[config.mk]
export PLATFORM = sky130hd
export DESIGN_NAME = pwlpd_knee_sel
export DESIGN_NICKNAME = d
export VERILOG_FILES = /design/src/sv/pwlpd_pkg.sv /design/src/sv/pwlpd_knee_sel.sv
export SDC_FILE = /design/constraint.sdc
export NUM_CORES = 1
export LEC_CHECK = 0
export BUFFER_PORTS_ARGS = -buffer_cell sky130_fd_sc_hd__buf_4
export CAP_MARGIN = 20
export CORE_ASPECT_RATIO = 0.9
export CORE_UTILIZATION = 25
export CTS_CLUSTER_DIAMETER = 40
export DETAILED_ROUTE_END_ITERATION = 10
export PLACE_DENSITY_LB_ADDON = 0.25
export RECOVER_POWER = 25
export REMOVE_ABC_BUFFERS = 1
export SYNTH_ARGS = -nofsm -noshare
export SYNTH_HDL_FRONTEND = slang
export SYNTH_SLANG_ARGS = --single-unit
[constraint.sdc]
create_clock -name clk -period 7 [get_ports clk]
set_clock_uncertainty 0.2 [all_clocks]
set_input_delay 0.7 -clock clk [delete_from_list [all_inputs] [get_ports clk]]
set_output_delay 0.7 -clock clk [all_outputs]
set_load 0.01 [all_outputs]
[src/sv/pwlpd_pkg.sv]
// pwlpd_pkg: types, widths and knee table for the pwl pixel decompander
// no dependencies; used by every module of the block

package pwlpd_pkg;

  localparam int IN_W      = 12;
  localparam int OUT_W     = 24;
  localparam int GAIN_FRAC = 24;
  localparam int GAIN_W    = GAIN_FRAC + 1;
  localparam int NUM_W     = IN_W + GAIN_FRAC;
  localparam int NUM_KNEES = 10;
  localparam int SEL_W     = $clog2(NUM_KNEES);

  typedef logic [IN_W-1:0]   code_t;
  typedef logic [OUT_W-1:0]  lin_t;
  typedef logic [GAIN_W-1:0] gain_t;
  typedef logic [NUM_W-1:0]  num_t;
  typedef logic [SEL_W-1:0]  sel_t;

  localparam code_t PEDESTAL_RESET = code_t'(240);
  localparam lin_t  FULL_SCALE     = {OUT_W{1'b1}};

  localparam lin_t KNEE_LIN_X [NUM_KNEES] = '{
    24'h000000, 24'h000180, 24'h000640, 24'h000E74, 24'h005DC0,
    24'h011D28, 24'h033D58, 24'h16E360, 24'h4C4B40, 24'hFFFFFF
  };

  localparam code_t KNEE_COMP_Y [NUM_KNEES] = '{
    12'h000, 12'h180, 12'h315, 12'h3FE, 12'h4FE,
    12'h632, 12'h7E3, 12'h96F, 12'hB87, 12'hF0E
  };

  localparam gain_t KNEE_GAIN [NUM_KNEES] = '{
    25'h1000000, 25'h0555555, 25'h01C71C7, 25'h0033975, 25'h0019CBA,
    25'h000CE5D, 25'h0001419, 25'h0000A0C, 25'h0000506, 25'h0000000
  };

  // word travelling along the divider chain
  typedef struct packed {
    logic  full;
    lin_t  lin_x;
    gain_t gain;
    gain_t rem;
    num_t  nq;
  } div_word_t;

endpackage

[src/sv/pwlpd_knee_sel.sv]
// pwlpd_knee_sel: pedestal subtraction and knee selection, two register stages
// depends on pwlpd_pkg; feeds the first divider cell

module pwlpd_knee_sel (
  input  logic                  clk,
  input  logic                  rst_n,
  input  logic                  advance,
  input  logic                  valid_i,
  input  pwlpd_pkg::code_t      code_i,
  input  pwlpd_pkg::code_t      pedestal_i,
  output logic                  valid_o,
  output pwlpd_pkg::div_word_t  word_o
);

  logic                 valid_a_r;
  pwlpd_pkg::code_t     y_a_r;
  pwlpd_pkg::code_t     y_nxt;
  logic                 valid_b_r;
  pwlpd_pkg::div_word_t word_b_r;
  pwlpd_pkg::div_word_t word_nxt;
  pwlpd_pkg::sel_t      sel;
  logic                 stop;
  pwlpd_pkg::code_t     diff;

  // black pedestal with clamp at zero
  always_comb begin
    if (code_i > pedestal_i) begin
      y_nxt = code_i - pedestal_i;
    end else begin
      y_nxt = '0;
    end
  end

  // last knee of the leading run whose coordinate is not above y
  always_comb begin
    sel  = '0;
    stop = 1'b0;
    for (int i = 1; i < pwlpd_pkg::NUM_KNEES; i++) begin
      if (!stop && (pwlpd_pkg::KNEE_COMP_Y[i] <= y_a_r)) begin
        sel = pwlpd_pkg::sel_t'(i);
      end else begin
        stop = 1'b1;
      end
    end
    diff           = y_a_r - pwlpd_pkg::KNEE_COMP_Y[sel];
    word_nxt.gain  = pwlpd_pkg::KNEE_GAIN[sel];
    word_nxt.lin_x = pwlpd_pkg::KNEE_LIN_X[sel];
    word_nxt.full  = (pwlpd_pkg::KNEE_GAIN[sel] == '0);
    word_nxt.rem   = '0;
    word_nxt.nq    = {diff, {pwlpd_pkg::GAIN_FRAC{1'b0}}};
  end

  always_ff @(posedge clk) begin
    if (!rst_n) begin
      valid_a_r <= 1'b0;
      valid_b_r <= 1'b0;
    end else if (advance) begin
      valid_a_r <= valid_i;
      valid_b_r <= valid_a_r;
    end
  end

  always_ff @(posedge clk) begin
    if (advance) begin
      y_a_r    <= y_nxt;
      word_b_r <= word_nxt;
    end
  end

  assign valid_o = valid_b_r;
  assign word_o  = word_b_r;

endmodule

==> impl_metrics.ini <==
[run_status]
status = finished, violations left
violations = max-capacitance violations, max-slew violations

[run]
maxCapViolations = 1

[sta]
worst_pin_slew_ns = 3.48
relSlewSlack_pct = -132
period_share_pct = 70.9
finalSetupViolCount = 0
min_period_ns = 4.97
fmax_ghz = 0.201
hold_viol_final = 0
slew_viol_final = 67
hold_ws_ns = 0.319
fin_setup_tns_ns = 0
rsz0062_at_grt = false

[cts]
hold_buffers = 0
cts_setup_buffers = 0
clock_sinks = 66
clockBufferDepth = 2
htree_levels = 3
cts.clk_slew.worst_paths_ns = 0.05
insertion_delay_ns = 0.33
post_cts_resized = 0
cts_tree = yes
clockRootBuffer = clkbuf_16
cts_buffers = 9

[power]
power_leakage_nw = 2.42
p_total_mw = 1.64
ir_drop_mv = 0.103
powerDensity_nw_per_um2 = 299

[setup_path]
crit_family = simple AND/OR/NAND/NOR gates
r2r_cells = 14
critPathKind = reg2reg
reg2reg_slack_ns = 2.03
endpoint_kind = flip-flop
startpoint_type = flip-flop
critPathArrivalTime_ns = 4.83
r2r_end = word_o[35]
worstPathRequired_ns = 6.87
crit_slowest_cell = or4_4
path_cells = or4_4, o21ai_2, nand2_1, nand2_1, inv_1, ha_1, nor2_1, ha_1, nor2b_1, o31ai_1, a21oi_1, o41ai_4, nor3_1, or4b_1
max_stage_delay_ns = 0.59
r2r_start = y_a_r[4]
cp_max_fo = 10
cp_num_buf_inv = 1

[min_path]
worstHoldEndpoint = valid_o
worstHoldPathType = reg2reg
worstHoldPathCells = 2
min-delay-start = valid_o

[die]
fp.dieW_um = 144
die_y_um = 130
design.portCount = 140
dieArea_sq_um = 18700
rows = 46
coreArea_sq_um = 17700
initial_core_util_pct = 25.6

[yosys]
syn_inst = 455
yosys_warnings = 0
syn_area_per_cell_sq_um = 9.99
synth-seq-area-share_pct = 43.2
synthArstFlopShare_pct = 0
syn_area_sq_um = 4540
synth_cell_type_count = 63
synth-edff-count = 64
synth_area_leaders = edfxtp_1, buf_4, ha_1
synth_flop_cell = edfxtp_1
yosysTopAreaCell = edfxtp_1
synth_common_cells = edfxtp_1, buf_4, inv_1
yosysMostFrequentCell = edfxtp_1
yosys.area.top_type_share_pct = 42.3
ys_seq_elements = 66

[finish]
diodes = 0
drive_gt1_share_pct = 21.6
fin_util_pct = 30.9
syn_to_final_growth_pct = 20.5
fin_cells = 777
nNetsFinal = 594
n_fill_cell = 1880

[placement]
dp.final_hpwl_um = 7840
gp_congestion = 0.848
dp.cells = 761
io_buffer_count = 88

[grt]
antenna_found_initial = 0
gr-total-overflow = 0
grt_pass1_wl_um = 15800
grt_usage_pct = 10.9
grt_pass1_vias = 3121
grt_max_degree = 67

[detailed_routing]
vias = 3383
wl_um = 10100
routedWlPerCell_um = 13.0
via_per_inst = 4.35
route.detailed.drc = 0
drtPass1Iterations = 4
dr.first_iter.drc_count = 169
drtAntennaViolNets = 0
==> per-layer routing <==
metal | global-route usage (%) | share of wire [%]
met1 | 13.9 | 46
met2 | 18.0 | 45
met3 | 1.87 | 6.8
met4 | 4.82 | 1.7
met5 | 0 | 0
==> cells by family after synthesis <==
group           Yosys count  synth area share, %
fa+ha+maj                34                 9.69
buf+inv                 107                 14.1
compound gates           98                 15.0
simple gates            135                 15.2
other cells               1               0.0825
flops                    66                 43.2
mux                       3                0.661
xor+xnor                 11                 2.12
==> registers in the layout, indices dropped and copies added (netlist names) <==
name / flops
y_a_r: 12
word_o: 52
valid_o: 1
valid_a_r: 1
==> worst max-delay path by stage <==
stage,startpoint,cells after the start,endpoint,slack (ns)
2_1_floorplan,y_a_r[4],14,word_o[35],2.67
3_3_place_gp,y_a_r[3],16,word_o[35],2.20
3_5_place_dp,y_a_r[4],14,word_o[35],2.01
4_1_cts,y_a_r[4],14,word_o[35],2.02
5_1_grt,y_a_r[3],16,word_o[35],1.60
6_report,y_a_r[4],14,word_o[35],2.03
==> worst reg2reg max path: cells and delay by family, from the launching register on <==
kind	cells	cell delay (ns)
DFF	1	0.54
adders and majority gates	2	0.58
buffers and inverters	1	0.11
and+or+nand+nor	7	2.09
AOI/OAI and AO/OA	4	1.18
==> where the power goes <==
group	switching [mW]	total [mW]	internal, mW
registers	0.0454	0.595	0.550
logic	0.337	0.606	0.269
clock network	0.163	0.437	0.274
==> cell usage in the layout (no fill, tap or decap), drive strengths merged, types with 13 or more instances in the layout <==
cell type	n
o21ai	29
buf	87
nand2	31
edfxtp	64
a21oi	25
nor2	33
conb	51
inv	36
nor3	13
ha	32
==> stage by stage <==
step / area [sq um] / setup WS, ns
floorplan: 4220 / 2.67
global placement: 5180 / 2.20
detailed placement: 5180 / 2.01
CTS: 5480 / 2.02
global route: 5470 / 1.60
finish: 5470 / 2.03
==> cell type report <==
cell class	count	area, sq um	area share (%)
inverter	35	131	2.40
timing repair buffer	88	657	12.0
tap	240	300	5.49
clock inverter	7	68.8	1.26
clock buffer	9	225	4.11
multi-input combinational	332	2130	38.9
sequential	66	1960	35.8
No activity file was read; power rests on OpenSTA's default activity.
