**src/sv/pwlpd_pkg.sv**
```systemverilog
// pwlpd_pkg: types, widths and knee table for the pwl pixel decompander
// no dependencies; used by every module of the block

package pwlpd_pkg;

  localparam int IN_W      = 12;
  localparam int OUT_W     = 24;
  localparam int GAIN_FRAC = 24;
  localparam int GAIN_W    = GAIN_FRAC + 1;
  localparam int NUM_W     = IN_W + GAIN_FRAC;
  localparam int NUM_KNEES = 10;
  localparam int SEL_W     = $clog2(NUM_KNEES);

  typedef logic [IN_W-1:0]   code_t;
  typedef logic [OUT_W-1:0]  lin_t;
  typedef logic [GAIN_W-1:0] gain_t;
  typedef logic [NUM_W-1:0]  num_t;
  typedef logic [SEL_W-1:0]  sel_t;

  localparam code_t PEDESTAL_RESET = code_t'(240);
  localparam lin_t  FULL_SCALE     = {OUT_W{1'b1}};

  localparam lin_t KNEE_LIN_X [NUM_KNEES] = '{
    24'h000000, 24'h000180, 24'h000640, 24'h000E74, 24'h005DC0,
    24'h011D28, 24'h033D58, 24'h16E360, 24'h4C4B40, 24'hFFFFFF
  };

  localparam code_t KNEE_COMP_Y [NUM_KNEES] = '{
    12'h000, 12'h180, 12'h315, 12'h3FE, 12'h4FE,
    12'h632, 12'h7E3, 12'h96F, 12'hB87, 12'hF0E
  };

  localparam gain_t KNEE_GAIN [NUM_KNEES] = '{
    25'h1000000, 25'h0555555, 25'h01C71C7, 25'h0033975, 25'h0019CBA,
    25'h000CE5D, 25'h0001419, 25'h0000A0C, 25'h0000506, 25'h0000000
  };

  // word travelling along the divider chain
  typedef struct packed {
    logic  full;
    lin_t  lin_x;
    gain_t gain;
    gain_t rem;
    num_t  nq;
  } div_word_t;

endpackage

```
**src/sv/pwlpd_div_cell.sv**
```systemverilog
// pwlpd_div_cell: one restoring division step, one quotient bit per cell
// depends on pwlpd_pkg; chained by the top level

module pwlpd_div_cell (
  input  logic                  clk,
  input  logic                  rst_n,
  input  logic                  advance,
  input  logic                  valid_i,
  input  pwlpd_pkg::div_word_t  word_i,
  output logic                  valid_o,
  output pwlpd_pkg::div_word_t  word_o
);

  logic                        valid_r;
  pwlpd_pkg::div_word_t        word_r;
  pwlpd_pkg::div_word_t        word_nxt;
  logic [pwlpd_pkg::GAIN_W:0]  trial;
  logic [pwlpd_pkg::GAIN_W:0]  diff;
  logic                        ge;

  always_comb begin
    trial    = {word_i.rem, word_i.nq[pwlpd_pkg::NUM_W-1]};
    ge       = (trial >= {1'b0, word_i.gain});
    diff     = trial - {1'b0, word_i.gain};
    word_nxt = word_i;
    if (ge) begin
      word_nxt.rem = diff[pwlpd_pkg::GAIN_W-1:0];
    end else begin
      word_nxt.rem = trial[pwlpd_pkg::GAIN_W-1:0];
    end
    word_nxt.nq = {word_i.nq[pwlpd_pkg::NUM_W-2:0], ge};
  end

  always_ff @(posedge clk) begin
    if (!rst_n) begin
      valid_r <= 1'b0;
    end else if (advance) begin
      valid_r <= valid_i;
    end
  end

  always_ff @(posedge clk) begin
    if (advance) begin
      word_r <= word_nxt;
    end
  end

  assign valid_o = valid_r;
  assign word_o  = word_r;

endmodule

```
**config.mk**
```make
export PLATFORM = sky130hd
export DESIGN_NAME = pwlpd_div_cell
export DESIGN_NICKNAME = d
export VERILOG_FILES = /design/src/sv/pwlpd_pkg.sv /design/src/sv/pwlpd_div_cell.sv
export SDC_FILE = /design/constraint.sdc
export NUM_CORES = 1
export LEC_CHECK = 0
export BUFFER_PORTS_ARGS = -buffer_cell sky130_fd_sc_hd__buf_4
export CAP_MARGIN = 20
export CORE_UTILIZATION = 49
export CTS_BUF_LIST = sky130_fd_sc_hd__clkbuf_4 sky130_fd_sc_hd__clkbuf_8
export DETAILED_ROUTE_END_ITERATION = 12
export HOLD_SLACK_MARGIN = 0.12
export PLACE_DENSITY = 0.82
export SLEW_MARGIN = 10
export SYNTH_ARGS = -nofsm -noshare
export SYNTH_HDL_FRONTEND = slang
export SYNTH_SLANG_ARGS = --single-unit
```
**constraint.sdc**
```tcl
create_clock -name clk -period 4.2 [get_ports clk]
set_input_delay 0.21 -clock clk [delete_from_list [all_inputs] [get_ports clk]]
set_output_delay 0.21 -clock clk [all_outputs]
set_load 0.1 [all_outputs]
```
==> impl_metrics.py <==
metrics = {
    "setup_path": {
        "worstPathRequired_ps": 4340,
        "crit_path_end_kind": "flip-flop",
        "reg2reg_setup_slack_ps": 3530,
        "max_stage_delay_ps": 580,
        "cp.arrival_ps": 3630,
        "startpoint_type": "input port",
        "critical_path.slowest_cell": "dlygate4sd3_1",
        "path_max_fanout": 24,
        "critical_path.cell_chain": "dlygate4sd3_1 -> buf_4 -> inv_1 -> ha_1 -> a21oi_1 -> o21ai_0 -> nor3b_1 -> a2111o_1 -> and3_1 -> nor2_8 -> inv_4 -> mux2_2",
        "worstSetupPathType": "in -> reg",
    },
    "die": {
        "initial_core_util_pct": 50.4,
        "die_y_um": 105,
        "die_w_um": 105,
        "dieArea_sq_mm": 0.0110,
        "fp.coreArea_sq_mm": 0.0103,
        "ios": 227,
        "rows": 37,
    },
    "sta": {
        "setup_tns_ps": 0,
        "drv_slew": 0,
        "tightest_slew_ps": 995,
        "skew_ps": 0,
        "fin_crit_sh_pct": 83.1,
        "max_clock_freq_mhz": 286,
        "maxSlewHeadroom_pct": 33.7,
        "hold_viol_final": 0,
        "setup_viol_count_final": 0,
        "rsz0062_at_grt": "false",
        "period_minus_slack_ps": 3490,
    },
    "global_route": {
        "grt_max_degree": 78,
        "grt_pass1_wl_um": 27500,
        "grt_util_all_layers_pct": 33.6,
        "grt_overflow_total": 0,
        "antenna_found_initial": 0,
        "grt_pass1_vias": 4565,
    },
    "synthesis": {
        "seq_area_frac_synth_pct": 64.7,
        "yosysTopAreaCell": "edfxtp_1",
        "synth.top_cell.area_share_pct": 64.3,
        "ys_seq_elements": 112,
        "ys_types": 53,
        "synth_flop_cell": "edfxtp_1",
        "ys_top_cells_by_area": "edfxtp_1 64%, ha_1 6.0%, mux2_4 3.5%",
        "synthCells": 364,
        "synth_nets": 505,
        "synth_area_sq_mm": 0.00518,
        "synth_area_per_cell_sq_um": 14.2,
        "synth_edf_count": 111,
        "yosysWarnings": 0,
        "async_reset_ff_share_pct": 0,
    },
    "finish": {
        "finalNetCount": 821,
        "n_antenna_cell": 0,
        "fillCellCount": 568,
        "design_area_sq_mm": 0.00808,
        "area_growth_pct": 56.0,
        "final_layout_size_suffix_gt1_share_pct": 39.3,
    },
    "drt": {
        "vias": 4551,
        "postRouteWirelength_um": 18100,
        "drt_first_pass_iters": 7,
        "drt-initial-drc-count": 453,
        "drtAntennaViolNets": 0,
        "wl_per_cell_um": 22.0,
        "drc_errors": 0,
        "viasPerCell": 5.54,
    },
    "power_and_ir_drop": {
        "ir_drop_mv": 0.236,
        "p_per_area_mw_per_mm2": 443,
        "power.leakage_nw": 3.53,
    },
    "clock_network": {
        "clk_path_buf_depth": 2,
        "ctsHtreeMaxLevel": 3,
        "cts_tree": "done",
        "cts_root_buf": "clkbuf_8",
        "clock_sinks": 112,
        "path_clk_slew_ps": 110,
        "clk_latency_ps": 370,
        "numCtsBuffers": 9,
    },
    "placed_design": {
        "gp_congestion": 0.999,
        "place_area_sq_mm": 0.00700,
        "portBuffers": 226,
        "dp_hpwl_um": 11000,
    },
    "job": {
        "maxCapViolCount": 0,
    },
    "outcome": {
        "status": "completed",
    },
    "worst_hold_path": {
        "hp-class": "in -> reg",
    },
}
==> area by class of cell <==
cell class	count	area, sq um	area share [%]
sequential	112	3350	41.5
timing repair buffer	315	2580	31.9
multi-input combinational	211	1640	20.3
tap	136	170	2.11
clock buffer	9	124	1.53
inverter	31	119	1.47
clock inverter	7	90.1	1.12
==> cells in the mapped netlist, drive strengths merged, types with 6 or more instances <==
cell type and count:
clkbuf 6, a21oi 27, edfxtp 111, nand2 14, a21o 7, o21ai 10, nor3 13, inv 31
ha 25, xnor2 19, nor2 13, mux2 17
==> layout by cell type, fill, tap and decap left out, drive strengths merged, types with 2 or more instances in the layout <==
cell type / instances
a211o: 2
a211oi: 5
a21o: 7
a21oi: 27
a31o: 3
a31oi: 3
and3: 4
buf: 229
clkbuf: 9
clkinv: 2
clkinvlp: 2
dlygate4sd3: 86
edfxtp: 111
ha: 25
inv: 33
mux2: 17
mux2i: 2
nand2: 14
nand2b: 4
nand3: 4
nand4: 5
nor2: 13
nor2b: 5
nor3: 13
o211ai: 2
o21a: 4
o21ai: 10
or3: 2
xnor2: 19
xor2: 3
==> final timing paths <==
kind,start,endpoint,depth (start not counted)
worst max-delay path,word_i[68],word_o[40],12
worst min-delay path,valid_i,valid_o,3
worst max register to register,valid_o,valid_o,2
worst min register to register,valid_o,valid_o,2
==> registers in the layout (all words and copies together) (netlist names) <==
signal / cells
valid_o: 1
word_o: 111
==> repair_timing <==
action	in CTS	in global routing
setup buffers	0	0
setup endpoints to repair	0	0
hold buffers	86	0
endpoints found under the hold margin	86	0
resized for setup	0	0
==> layer usage <==
metal	part of all wire [%]	track usage, %	up-vias
li1	-	-	1999
met3	7.6	6.43	46
met1	37	40.1	2211
met5	0	0	-
met4	3.2	11.8	0
met2	52	60.5	295
==> report_power, final <==
group	leakage [nW]	internal [mW]	switching, mW
Sequential	1.09	1.36	0.0438
Clock	0.101	0.289	0.415
Combinational	2.33	0.402	1.07
Total	3.53	2.05	1.53
==> cells by family after synthesis <==
kind of cell	count (synthesis)	share of synthesized area, %
DFF	112	64.7
AOI/OAI and AO/OA	75	9.42
and+or+nand+nor	69	7.20
buffers and inverters	41	3.55
adders and majority gates	26	6.43
xor gates and xnor gates	22	3.72
muxes	19	4.95
==> critical path, delay by kind of cell <==
kind | cells | cell delay (ps)
buffers and inverters | 4 | 1070
multiplexers | 1 | 400
adder cells (fa/ha/maj) | 1 | 380
AND/OR/NAND/NOR | 3 | 830
AO/OA/AOI/OAI | 3 | 730
==> stage by stage <==
stage,setup WS [ps],util [%],cells,power [mW],hold slack (ps)
floorplan,1170,-,364,2.45,309
global placement,880,68.2,719,2.77,389
detailed placement,830,68.2,719,2.79,389
CTS,765,78.6,821,3.53,129
global route,533,78.6,821,3.68,132
finish,709,78.6,821,3.58,136
Note: power is estimated with default switching activity, not from simulation.
